### config.mk
export PLATFORM = sky130hd
export DESIGN_NAME = xml_token_scanner
export DESIGN_NICKNAME = d
export VERILOG_FILES = /design/src/design/xts_pkg.sv /design/src/design/xts_front.sv /design/src/design/xts_queue.sv /design/src/design/xts_back.sv /design/src/design/xml_token_scanner.sv
export SDC_FILE = /design/constraint.sdc
export NUM_CORES = 1
export LEC_CHECK = 0
export BUFFER_PORTS_ARGS = -buffer_cell sky130_fd_sc_hd__clkbuf_2
export CELL_PAD_IN_SITES_DETAIL_PLACEMENT = 0
export CELL_PAD_IN_SITES_GLOBAL_PLACEMENT = 1
export CORE_MARGIN = 2
export CORE_UTILIZATION = 40
export DETAILED_ROUTE_END_ITERATION = 8
export HOLD_SLACK_MARGIN = 0.08
export PLACE_DENSITY_LB_ADDON = 0.1
export SETUP_SLACK_MARGIN = 0.2
export SLEW_MARGIN = 10
export SYNTH_ARGS = -nofsm -noshare
export SYNTH_HDL_FRONTEND = slang
export SYNTH_HIERARCHICAL = 1
export SYNTH_SLANG_ARGS = --single-unit
### constraint.sdc
create_clock -name clk -period 9.3 [get_ports clk]
set_clock_uncertainty 0.05 [all_clocks]
set_input_delay 1.86 -clock clk [delete_from_list [all_inputs] [get_ports clk]]
set_output_delay 1.86 -clock clk [all_outputs]
set_load 0.005 [all_outputs]
### src/design/xts_pkg.sv
//------------------------------------------------------------------------------
// xts_pkg
// Shared types and constants for the XML token scanner.
//------------------------------------------------------------------------------
`default_nettype none
package xts_pkg;

  typedef enum logic [3:0] {
    PH_IDLE   = 4'd0,
    PH_SYMBOL = 4'd1,
    PH_STRING = 4'd2,
    PH_STRESC = 4'd3,
    PH_EXCL   = 4'd4,
    PH_CDASH  = 4'd5,
    PH_CBODY  = 4'd6,
    PH_TEXT   = 4'd7,
    PH_ENTITY = 4'd8
  } phase_t;

  localparam logic [4:0] K_LT      = 5'd0;
  localparam logic [4:0] K_GT      = 5'd1;
  localparam logic [4:0] K_QUEST   = 5'd2;
  localparam logic [4:0] K_SLASH   = 5'd3;
  localparam logic [4:0] K_EQ      = 5'd4;
  localparam logic [4:0] K_LPAREN  = 5'd5;
  localparam logic [4:0] K_RPAREN  = 5'd6;
  localparam logic [4:0] K_LBRACK  = 5'd7;
  localparam logic [4:0] K_RBRACK  = 5'd8;
  localparam logic [4:0] K_BAR     = 5'd9;
  localparam logic [4:0] K_STAR    = 5'd10;
  localparam logic [4:0] K_PLUS    = 5'd11;
  localparam logic [4:0] K_COMMA   = 5'd12;
  localparam logic [4:0] K_SEMI    = 5'd13;
  localparam logic [4:0] K_PERCENT = 5'd14;
  localparam logic [4:0] K_HASH    = 5'd15;
  localparam logic [4:0] K_APOS    = 5'd16;
  localparam logic [4:0] K_EXCL    = 5'd17;
  localparam logic [4:0] K_SYMBOL  = 5'd18;
  localparam logic [4:0] K_STRING  = 5'd19;
  localparam logic [4:0] K_COMMENT = 5'd20;
  localparam logic [4:0] K_TEXT    = 5'd21;
  localparam logic [4:0] K_INVALID = 5'd22;
  localparam logic [4:0] K_EOF     = 5'd23;

  localparam logic       CMD_CHAR = 1'b0;
  localparam logic       CMD_EOS  = 1'b1;

  localparam logic [15:0] LINE_MAX = 16'hFFFF;

  typedef struct packed {
    logic [4:0] kind;
    logic [7:0] data;
    logic       content;
  } token_t;

  // classified item handed from front to back: up to two tokens
  typedef struct packed {
    logic [1:0]  count;
    token_t      tok0;
    token_t      tok1;
    logic [15:0] line;
  } entry_t;

  function automatic logic is_space(input logic [7:0] c);
    return (c == 8'h20) || (c >= 8'h09 && c <= 8'h0D);
  endfunction

  function automatic logic is_alnum(input logic [7:0] c);
    return (c >= "0" && c <= "9") || (c >= "a" && c <= "z") || (c >= "A" && c <= "Z");
  endfunction

  function automatic logic [4:0] punct_kind(input logic [7:0] c, output logic hit);
    hit = 1'b1;
    unique case (c)
      "<":     return K_LT;
      ">":     return K_GT;
      "?":     return K_QUEST;
      "/":     return K_SLASH;
      "=":     return K_EQ;
      "(":     return K_LPAREN;
      ")":     return K_RPAREN;
      "[":     return K_LBRACK;
      "]":     return K_RBRACK;
      "|":     return K_BAR;
      "*":     return K_STAR;
      "+":     return K_PLUS;
      ",":     return K_COMMA;
      ";":     return K_SEMI;
      "%":     return K_PERCENT;
      "#":     return K_HASH;
      8'h27:   return K_APOS;
      default: begin
        hit = 1'b0;
        return K_INVALID;
      end
    endcase
  endfunction

endpackage
`default_nettype wire

### src/design/xts_front.sv
//------------------------------------------------------------------------------
// xts_front
// Scanner state machine: classifies each byte into zero to two tokens.
//------------------------------------------------------------------------------
`default_nettype none
module xts_front import xts_pkg::*; #(
  parameter int ENTITY_MAX_LEN = 8
) (
  input  wire logic       clk,
  input  wire logic       rst_n,
  input  wire logic       step,
  input  wire logic       command,
  input  wire logic [7:0] char_in,
  output entry_t          entry
);

  localparam int EW = $clog2(ENTITY_MAX_LEN + 1);

  phase_t          phase_r, phase_nxt;
  logic            tag_r, tag_nxt;
  logic [4:0]      cand_r, cand_nxt;
  logic [EW-1:0]   elen_r, elen_nxt;
  logic [15:0]     line_r, line_nxt;

  always_ff @(posedge clk) begin
    if (!rst_n) begin
      phase_r <= PH_IDLE;
      tag_r   <= 1'b0;
      cand_r  <= '0;
      elen_r  <= '0;
      line_r  <= 16'd1;
    end else if (step) begin
      phase_r <= phase_nxt;
      tag_r   <= tag_nxt;
      cand_r  <= cand_nxt;
      elen_r  <= elen_nxt;
      line_r  <= line_nxt;
    end
  end

  always_comb begin
    logic [7:0] c;
    logic       hit, redo, txt;
    logic [4:0] pk;
    logic [4:0] keep;
    token_t     t;
    c = char_in;
    phase_nxt = phase_r;
    tag_nxt   = tag_r;
    cand_nxt  = cand_r;
    elen_nxt  = elen_r;
    line_nxt  = line_r;
    entry     = '0;
    redo      = 1'b0;
    txt       = 1'b0;
    hit       = 1'b0;
    pk        = K_INVALID;
    keep      = '0;
    t         = '0;
    if (command == CMD_EOS) begin
      entry.count = 2'd2;
      entry.tok1  = '{K_EOF, 8'd0, 1'b0};
      unique case (phase_r)
        PH_SYMBOL: entry.tok0 = '{K_SYMBOL, 8'd0, 1'b0};
        PH_STRING, PH_STRESC, PH_CDASH, PH_CBODY:
          entry.tok0 = '{K_INVALID, 8'd0, 1'b0};
        PH_EXCL: entry.tok0 = '{K_EXCL, 8'd0, 1'b0};
        default: begin
          entry.count = 2'd1;
          entry.tok0  = '{K_EOF, 8'd0, 1'b0};
        end
      endcase
      phase_nxt = PH_IDLE;
      cand_nxt  = '0;
      elen_nxt  = '0;
    end else begin
      if (c == 8'h0A && line_r != LINE_MAX) line_nxt = line_r + 16'd1;
      unique case (phase_r)
        PH_SYMBOL: begin
          if (is_space(c)) begin
            entry.count = 2'd1; entry.tok0 = '{K_SYMBOL, 8'd0, 1'b0};
            phase_nxt = PH_IDLE;
          end else if (c == "=" || c == "/" || c == ">" || c == "?" || c == "|" ||
                       c == ")" || c == 8'h27 || c == "," || c == ";") begin
            entry.count = 2'd1; entry.tok0 = '{K_SYMBOL, 8'd0, 1'b0};
            phase_nxt = PH_IDLE;
            redo = 1'b1;
          end else if (is_alnum(c) || c == "-" || c == "_") begin
            entry.count = 2'd1; entry.tok0 = '{K_SYMBOL, c, 1'b1};
          end else begin
            entry.count = 2'd1; entry.tok0 = '{K_INVALID, 8'd0, 1'b0};
            phase_nxt = PH_IDLE;
          end
        end
        PH_STRING: begin
          if (c == 8'h5C) phase_nxt = PH_STRESC;
          else if (c == 8'h22) begin
            entry.count = 2'd1; entry.tok0 = '{K_STRING, 8'd0, 1'b0};
            phase_nxt = PH_IDLE;
          end else begin
            entry.count = 2'd1; entry.tok0 = '{K_STRING, c, 1'b1};
          end
        end
        PH_STRESC: begin
          entry.count = 2'd1; entry.tok0 = '{K_STRING, c, 1'b1};
          phase_nxt = PH_STRING;
        end
        PH_EXCL: begin
          if (c == "-") phase_nxt = PH_CDASH;
          else begin
            entry.count = 2'd1; entry.tok0 = '{K_EXCL, 8'd0, 1'b0};
            phase_nxt = PH_IDLE;
            redo = 1'b1;
          end
        end
        PH_CDASH: begin
          if (c == "-") phase_nxt = PH_CBODY;
          else begin
            entry.count = 2'd1; entry.tok0 = '{K_INVALID, 8'd0, 1'b0};
            phase_nxt = PH_IDLE;
          end
        end
        PH_CBODY: begin
          if (c == ">") begin
            entry.count = 2'd1; entry.tok0 = '{K_COMMENT, 8'd0, 1'b0};
            tag_nxt = 1'b0;
            phase_nxt = PH_IDLE;
          end else if (c != 8'h0A) begin
            entry.count = 2'd1; entry.tok0 = '{K_COMMENT, c, 1'b1};
          end
        end
        PH_TEXT: txt = 1'b1;
        PH_ENTITY: begin
          if (c == ";") begin
            priority if (cand_r[0] && elen_r == EW'(2)) begin
              entry.count = 2'd1; entry.tok0 = '{K_TEXT, "<", 1'b1};
            end else if (cand_r[1] && elen_r == EW'(2)) begin
              entry.count = 2'd1; entry.tok0 = '{K_TEXT, ">", 1'b1};
            end else if (cand_r[2] && elen_r == EW'(3)) begin
              entry.count = 2'd1; entry.tok0 = '{K_TEXT, "&", 1'b1};
            end else if (cand_r[3] && elen_r == EW'(2)) begin
              entry.count = 2'd1; entry.tok0 = '{K_TEXT, 8'h0D, 1'b1};
            end else if (cand_r[4] && elen_r == EW'(2)) begin
              entry.count = 2'd1; entry.tok0 = '{K_TEXT, 8'h0A, 1'b1};
            end else begin
              entry.count = 2'd0;
            end
            phase_nxt = PH_TEXT; cand_nxt = '0; elen_nxt = '0;
          end else if (elen_r >= EW'(ENTITY_MAX_LEN)) begin
            phase_nxt = PH_TEXT; cand_nxt = '0; elen_nxt = '0;
            txt = 1'b1;
          end else begin
            keep[0] = (elen_r == EW'(0) && c == "l") || (elen_r == EW'(1) && c == "t");
            keep[1] = (elen_r == EW'(0) && c == "g") || (elen_r == EW'(1) && c == "t");
            keep[2] = (elen_r == EW'(0) && c == "a") || (elen_r == EW'(1) && c == "m") ||
                      (elen_r == EW'(2) && c == "p");
            keep[3] = (elen_r == EW'(0) && c == "l") || (elen_r == EW'(1) && c == "f");
            keep[4] = (elen_r == EW'(0) && c == "n") || (elen_r == EW'(1) && c == "l");
            cand_nxt = cand_r & keep;
            elen_nxt = elen_r + EW'(1);
          end
        end
        default: begin
          phase_nxt = PH_IDLE;
          redo = 1'b1;
        end
      endcase

      // idle scan, after a token end where the byte is scanned again
      if (redo && !is_space(c)) begin
        if (!tag_r) begin
          if (c == "<") begin
            t = '{K_LT, 8'd0, 1'b0}; tag_nxt = 1'b1;
          end else begin
            phase_nxt = PH_TEXT;
            txt = 1'b1;
          end
        end else begin
          pk = punct_kind(c, hit);
          if (hit) begin
            t = '{pk, 8'd0, 1'b0};
            if (c == ">") tag_nxt = 1'b0;
          end else if (c == 8'h22) phase_nxt = PH_STRING;
          else if (c == "!") phase_nxt = PH_EXCL;
          else if (is_alnum(c)) begin
            t = '{K_SYMBOL, c, 1'b1}; phase_nxt = PH_SYMBOL;
          end else t = '{K_INVALID, 8'd0, 1'b0};
        end
        if (!txt && (hit || c == "<" || (c != 8'h22 && c != "!"))) begin
          if (entry.count == 2'd0) begin
            entry.count = 2'd1; entry.tok0 = t;
          end else begin
            entry.count = 2'd2; entry.tok1 = t;
          end
        end
      end

      if (txt) begin
        if (c == "<") begin
          entry.count = 2'd2;
          entry.tok0 = '{K_TEXT, 8'd0, 1'b0};
          entry.tok1 = '{K_LT, 8'd0, 1'b0};
          tag_nxt = 1'b1;
          phase_nxt = PH_IDLE;
        end else if (c == "&") begin
          phase_nxt = PH_ENTITY; cand_nxt = 5'h1F; elen_nxt = '0;
        end else begin
          entry.count = 2'd1; entry.tok0 = '{K_TEXT, c, 1'b1};
        end
      end
    end
    entry.line = line_nxt;
  end

endmodule
`default_nettype wire

### src/design/xts_queue.sv
//------------------------------------------------------------------------------
// xts_queue
// Two-entry queue between the scanner front and the output back end.
//------------------------------------------------------------------------------
`default_nettype none
module xts_queue import xts_pkg::*; (
  input  wire logic   clk,
  input  wire logic   rst_n,
  input  wire logic   push,
  input  wire entry_t push_data,
  output logic        full,
  input  wire logic   pop,
  output logic        empty,
  output entry_t      head
);

  entry_t     mem_r [2];
  logic       wp_r, rp_r;
  logic [1:0] cnt_r;

  assign full  = (cnt_r == 2'd2);
  assign empty = (cnt_r == 2'd0);
  assign head  = mem_r[rp_r];

  always_ff @(posedge clk) begin
    if (push) mem_r[wp_r] <= push_data;
  end

  always_ff @(posedge clk) begin
    if (!rst_n) begin
      wp_r  <= 1'b0;
      rp_r  <= 1'b0;
      cnt_r <= 2'd0;
    end else begin
      if (push) wp_r <= ~wp_r;
      if (pop)  rp_r <= ~rp_r;
      cnt_r <= cnt_r + {1'b0, push} - {1'b0, pop};
    end
  end

endmodule
`default_nettype wire

### src/design/xts_back.sv
//------------------------------------------------------------------------------
// xts_back
// Output sequencer: emits the tokens of each queued entry, one per transaction.
//------------------------------------------------------------------------------
`default_nettype none
module xts_back import xts_pkg::*; (
  input  wire logic        clk,
  input  wire logic        rst_n,
  input  wire logic        empty,
  input  wire entry_t      head,
  output logic             pop,
  output logic             out_tvalid,
  input  wire logic        out_tready,
  output logic [31:0]      out_tdata,
  output logic [4:0]       out_tuser,
  output logic             out_tlast
);

  logic   sel_r;
  token_t t;
  logic   last;

  assign t          = sel_r ? head.tok1 : head.tok0;
  assign last       = sel_r || (head.count == 2'd1);
  assign out_tvalid = !empty;
  assign out_tdata  = {7'd0, head.line, t.content, t.data};
  assign out_tuser  = t.kind;
  assign out_tlast  = last;
  assign pop        = out_tvalid && out_tready && last;

  always_ff @(posedge clk) begin
    if (!rst_n) sel_r <= 1'b0;
    else if (out_tvalid && out_tready) sel_r <= !last;
  end

endmodule
`default_nettype wire

### src/design/xml_token_scanner.sv
//------------------------------------------------------------------------------
// xml_token_scanner
// Streaming XML tokenizer, one character per cycle while the queue is not full.
//------------------------------------------------------------------------------
// Accepts one byte (or end-of-stream) per cycle while the queue is not full;
// each byte yields zero, one or two output transactions. The scanner front
// classifies a byte in the cycle it is taken and writes the resulting tokens
// to a two-entry queue; the back end drains one token per cycle unless stalled.
// Sustained rate is one byte per cycle while bytes produce at most one token
// and out_tready is high. Bytes that give no token never enter the queue.
`default_nettype none
module xml_token_scanner import xts_pkg::*; #(
  parameter int ENTITY_MAX_LEN = 8
) (
  input  wire logic        clk,
  input  wire logic        rst_n,
  input  wire logic        in_tvalid,
  output logic             in_tready,
  input  wire logic [7:0]  in_tdata,   // char_in
  input  wire logic        in_tuser,   // command
  output logic             out_tvalid,
  input  wire logic        out_tready,
  output logic [31:0]      out_tdata,  // content_byte, is_content, line_number
  output logic [4:0]       out_tuser,  // token_kind
  output logic             out_tlast   // last_of_run
);

  entry_t ent, head;
  logic   full, empty, pop, step, push;

  assign in_tready = !full;
  assign step      = in_tvalid && in_tready;
  assign push      = step && (ent.count != 2'd0);

  xts_front #(.ENTITY_MAX_LEN(ENTITY_MAX_LEN)) u_front (
    .clk, .rst_n, .step, .command(in_tuser), .char_in(in_tdata), .entry(ent)
  );

  xts_queue u_queue (
    .clk, .rst_n, .push, .push_data(ent), .full, .pop, .empty, .head
  );

  xts_back u_back (
    .clk, .rst_n, .empty, .head, .pop, .out_tvalid, .out_tready,
    .out_tdata, .out_tuser, .out_tlast
  );

  a_eos_out: assert property (@(posedge clk) disable iff (!rst_n)
    (step && in_tuser == CMD_EOS) |-> push)
    else $error("end of stream produced no token");
  a_no_push_full: assert property (@(posedge clk) disable iff (!rst_n)
    full |-> !push)
    else $error("push into full queue");
  a_content_not_last_eof: assert property (@(posedge clk) disable iff (!rst_n)
    (out_tvalid && out_tuser == K_EOF) |-> (out_tlast && !out_tdata[8]))
    else $error("eof token malformed");

endmodule
`default_nettype wire
* Word-level counts from Yosys, hierarchy flattened
Memory sizes are Yosys's and may differ from the RTL's. A register that Yosys moved wholly into a read port is not among the register bits. Cells that the tools add are included.
Operators by class: $add $sub $neg 4, $lt $le $gt $ge 9, equal/unequal tests 50, muxes and demuxes 109, bitwise operators 4, reductions and logical operators 62
Operator list (count):
- $mux W16 | 14
- $eq A8 B6 Y1 const B | 19
- $mux W14 | 9
- $mux W30 | 4
- $pmux W16 S7 | 1
- $eq A8 B7 Y1 const B | 13
- $mux W4 | 26
- $pmux W5 S17 | 1
- $mux W15 | 3
- $pmux W12 S3 | 1
- $mux W5 | 7
- $mux W1 | 33
- $pmux W4 S8 | 1
- $logic_and A1 B1 Y1 | 26
- $mux W12 | 2
- $logic_or A1 B1 Y1 | 22
- $reduce_or A17 Y1 | 1
- $add A16 B1 Y16 const B | 1
- $eq A4 B2 Y1 const B | 4
- $eq A4 B3 Y1 const B | 4
- $ge A8 B7 Y1 const B | 2
- $le A8 B7 Y1 const B | 2
- $ne A16 B16 Y1 const B | 1
- $ne A8 B6 Y1 const B | 2
- other kinds (28) | 39
Storage, ports and cells: flip-flop bits (word level) 35, RAM bits 92, input bits 13, output and inout port bits 40, logic and storage cells 248, memories kept 1
Memory list:
- u_queue.mem_r | depth 2, width 46, read ports 1, clocked after Yosys merged registers in 1, write ports 1, line xts_queue.sv:17 | entry_t mem_r [2];

* Longest topological paths before layout
word-level depth 32, mapped depth 15

* Hierarchy
The synthesis kept the hierarchy.
Modules (own cells, without submodules):
- xts_queue | instances 1, cells each 164, area an instance 3747.3 um^2
- xts_front | instances 1, cells each 506, area an instance 3582.2 um^2
- xts_back | instances 1, cells each 49, area an instance 419.2 um^2
- xml_token_scanner | instances 1, cells each 3, area an instance 25.0 um^2

* Worst setup path after synthesis
Ideal clock, no wire load.
path kind input-to-reg, from input port in_tdata[0], to memory u_queue/mem_r[0][0] in the netlist's numbering, enable pin, library setup time 456 ps, data arrival time 5972 ps, data required time 8794 ps, slack 2822 ps, stages on the path 13, buffers on the path 3, cells stage by stage buf_2 -> buf_1 -> and4b_1 -> nand2_1 -> a22oi_1 -> nand3b_1 -> buf_2 -> ha_1 -> mux2_1 -> o21ai_0 -> nand2_1 -> o21a_1 -> nor2b_1
RTL lines:
- from (decl) | line xml_token_scanner.sv:19 | input wire logic [7:0] in_tdata,
- to (decl) | line xts_queue.sv:17

==> impl_metrics.toml <==
[global_route]
antenna_found_initial = 0
grt_max_degree = 47
grt_overflow_total = 0
grt_first_pass_wirelength_um = 30100
grt_pass1_vias = 5271
grt.total_usage_pct = 19.24

[route]
antenna_left = 0
via_per_inst = 5.543
wl_per_cell_um = 19.45
dr.pass1.iters = 5
drc_errors = 0
vias = 5515
drt-total-wl_um = 19350
drt_iter0_drc = 469

[cells_and_area]
final_core_util_pct = 44.89
antenna_cells = 0
fin_nets = 743
syn_to_final_growth_pct = 9.110
nFillCells = 1845
drive_gt1_share_pct = 22.31

[logic_synthesis]
synth-compound-area-share_pct = 12.14
yosys.area.top_type = "edfxtp_1"
synth-edff-count = 92
synthArstFlopShare_pct = 0
synth-seq-cells = 128
yosysTopAreaCellShare_pct = 35.54
synth_area_mm2 = 0.007774
yosysMostFrequentCell = "edfxtp_1"
synth_top_family_by_area = "simple AND/OR/NAND/NOR gates"
synthXorXnorAreaFrac_pct = 4.233
synthAdderAreaFrac_pct = 1.288
ys_seq_area_share_pct = 44.81
synth_cells = 722
syn_avg_cell_area_um2 = 10.77
ys.flop_type = "edfxtp_1"
synthMuxAreaShare_pct = 11.04
yosys_warnings = 6
synth_cell_types = 90
synthTopCellsByCount = "edfxtp_1, nand2_1, mux2_4"
synth_area_leaders = "edfxtp_1, dfxtp_1, mux2_4, xnor2_1, mux2_2"
synth-simple-area-share_pct = 19.17

[sta]
hold_violations = 0
fin_setup_tns_ns = 0
timing.final.max_slew_violations = 0
setup_viol = 0
slew_headroom_pct = 22.51
finalCriticalPeriod_ns = 5.636
finalCritPeriodShare_pct = 60.60
tightest_slew_ns = 1.162
fmax_mhz = 177.4
rsz0062_at_grt = "no"

[floorplanning]
ioPinCount = 53
dieArea_mm2 = 0.02057
core_mm2 = 0.01889
die_y_um = 143.4
initial_core_util_pct = 41.15
rows = 50
fp.dieW_um = 143.4

[clock_network]
clk_path_buf_depth = 2
post_cts.repair.setup_buffers = 0
clk_pin_slew_ns = 0.06
cts_tree = "yes"
cts_buffers = 17
cts.repair.resized = 0
cts_root_buffer = "clkbuf_16"
h-tree-depth = 4
clk_latency_ns = 0.42
clock-sinks = 128
cts_hold_buf = 0

[setup_path]
crit_path_cell_trace = "clkbuf_2, nor4b_2, nand2_1, a22oi_1, nand3b_1, ha_1, mux2_1, o21ai_0, nand2_1, o21a_1, nor2b_4, buf_4"
crit_top_cell = "nand2_1"
crit_path_start_kind = "input port"
cp.arrival_ns = 5.66
crit_path_end_kind = "flop"
cp_num_buf_inv = 2
crit_path_max_fanout = 28
worstSetupPathType = "in -> reg"
cp_slowest_cell = "nor4b_2"
slowest_delay_ns = 0.64
critPathRequiredTime_ns = 9.32
cp_top_family = "simple AND/OR/NAND/NOR gates"

[place]
port_buffers = 45
gp_congestion = 0.9328
dp_hpwl_um = 13650

[job]
drv_cap = 0

[pwr]
ir_drop_mv = 0.1300
p_leak_nw = 3.040
power.density_mw_per_mm2 = 226.6

[hold_path]
hold_path.class = "reg -> reg"

[run_status]
status = "completed"
-- state kept, by name, indices dropped and copies added, names as in the netlist, named ones only --
name             cells
u_queue/mem_r       92
u_front/line_r      16
u_front/cand_r       5
u_front/elen_r       4
u_front/phase_r      4
u_queue/cnt_r        2
u_back/sel_r         1
u_front/tag_r        1
u_queue/rp_r         1
u_queue/wp_r         1
-- power by group --
part	internal [mW]	switching [mW]	leakage [nW]
Sequential	0.710	0.0513	1.15
Combinational	0.233	0.251	1.59
Clock	0.414	0.262	0.296
-- cells in the final DEF (no fill, tap or decap), drive strengths merged, types with 4 or more instances in the layout --
cell    instances
a31oi          10
nor4           11
a41oi           6
nand2          58
nand3          29
nand3b          5
o21ai          32
nand2b         10
nor3           15
xnor2          28
or3             5
mux2           62
conb            8
ha              8
edfxtp         92
nand4           7
a211oi          4
a22oi           4
a21o            6
or2             4
a311oi          4
a21boi          9
nor2b          12
o21a            4
clkinv          7
o41ai           4
inv            20
nor2           35
nor3b           5
a21oi          30
and2           27
clkbuf         63
o22ai           5
dfxtp          36
and3           13
xor2            7
-- worst paths after layout --
kind	start	to	slack [ns]	depth (start not counted)
min reg2reg	u_front/cand_r[2]$_SDFFE_PN0P_	u_front/cand_r[2]$_SDFFE_PN0P_	0.44	2
min	u_front/cand_r[2]$_SDFFE_PN0P_	u_front/cand_r[2]$_SDFFE_PN0P_	0.44	2
max reg2reg	u_front/elen_r[0]$_SDFFE_PN0P_	u_queue/mem_r[0][33]$_DFFE_PP_	4.71	11
max	in_tdata[4]	u_queue/mem_r[0][33]$_DFFE_PP_	3.66	12
-- metal layers --
layer	global-route usage, %	wire length [um]	up-vias	share of wire [%]
met5	0	0	-	0
met4	5.470	289	0	1.5
met3	4.332	988	23	5.1
met2	29.57	8667	168	45
met1	27.27	9403	2692	49
li1	-	-	2632	-
-- worst reg2reg max path, delay by kind of cell (launching register included) --
kind	cells	cell delay (ns)
and+or+nand+nor	5	2.13
AOI/OAI and AO/OA	3	0.68
buffers and inverters	1	0.48
adders and majority gates	2	0.46
DFF	1	0.43
-- kinds of logic (layout without fill, tap and decap cells) --
group / Yosys count / in the layout
xor gates and xnor gates: 36 / 36
buffers and inverters: 89 / 96
AOI/OAI and AO/OA: 139 / 139
DFF: 128 / 128
muxes: 63 / 63
and+or+nand+nor: 257 / 257
adders and majority gates: 8 / 8
other: 2 / 8
-- final cells by class --
cell class	count	area, um2	area share, %
clock buffer	18	450.4	5.311
tap	260	325.3	3.835
multi-input combinational	511	3760	44.33
sequential	128	3485	41.08
timing repair buffer	48	247.7	2.921
inverter	16	60.06	0.7081
clock inverter	14	153.9	1.814
-- through the flow --
stage	worst slack [ns]	hold WS, ns	std cells	power [mW]	cell area (um2)
after floorplan	2.822	0.4016	728	1.158	7796
after global placement	3.424	0.4384	963	1.254	7878
after detailed placement	3.291	0.4340	963	1.258	7878
after CTS	3.722	0.4422	995	1.942	8482
after global routing	3.291	0.4789	995	2.017	8482
final	3.664	0.4432	995	1.922	8482
Power figures use the tool's default switching activity.
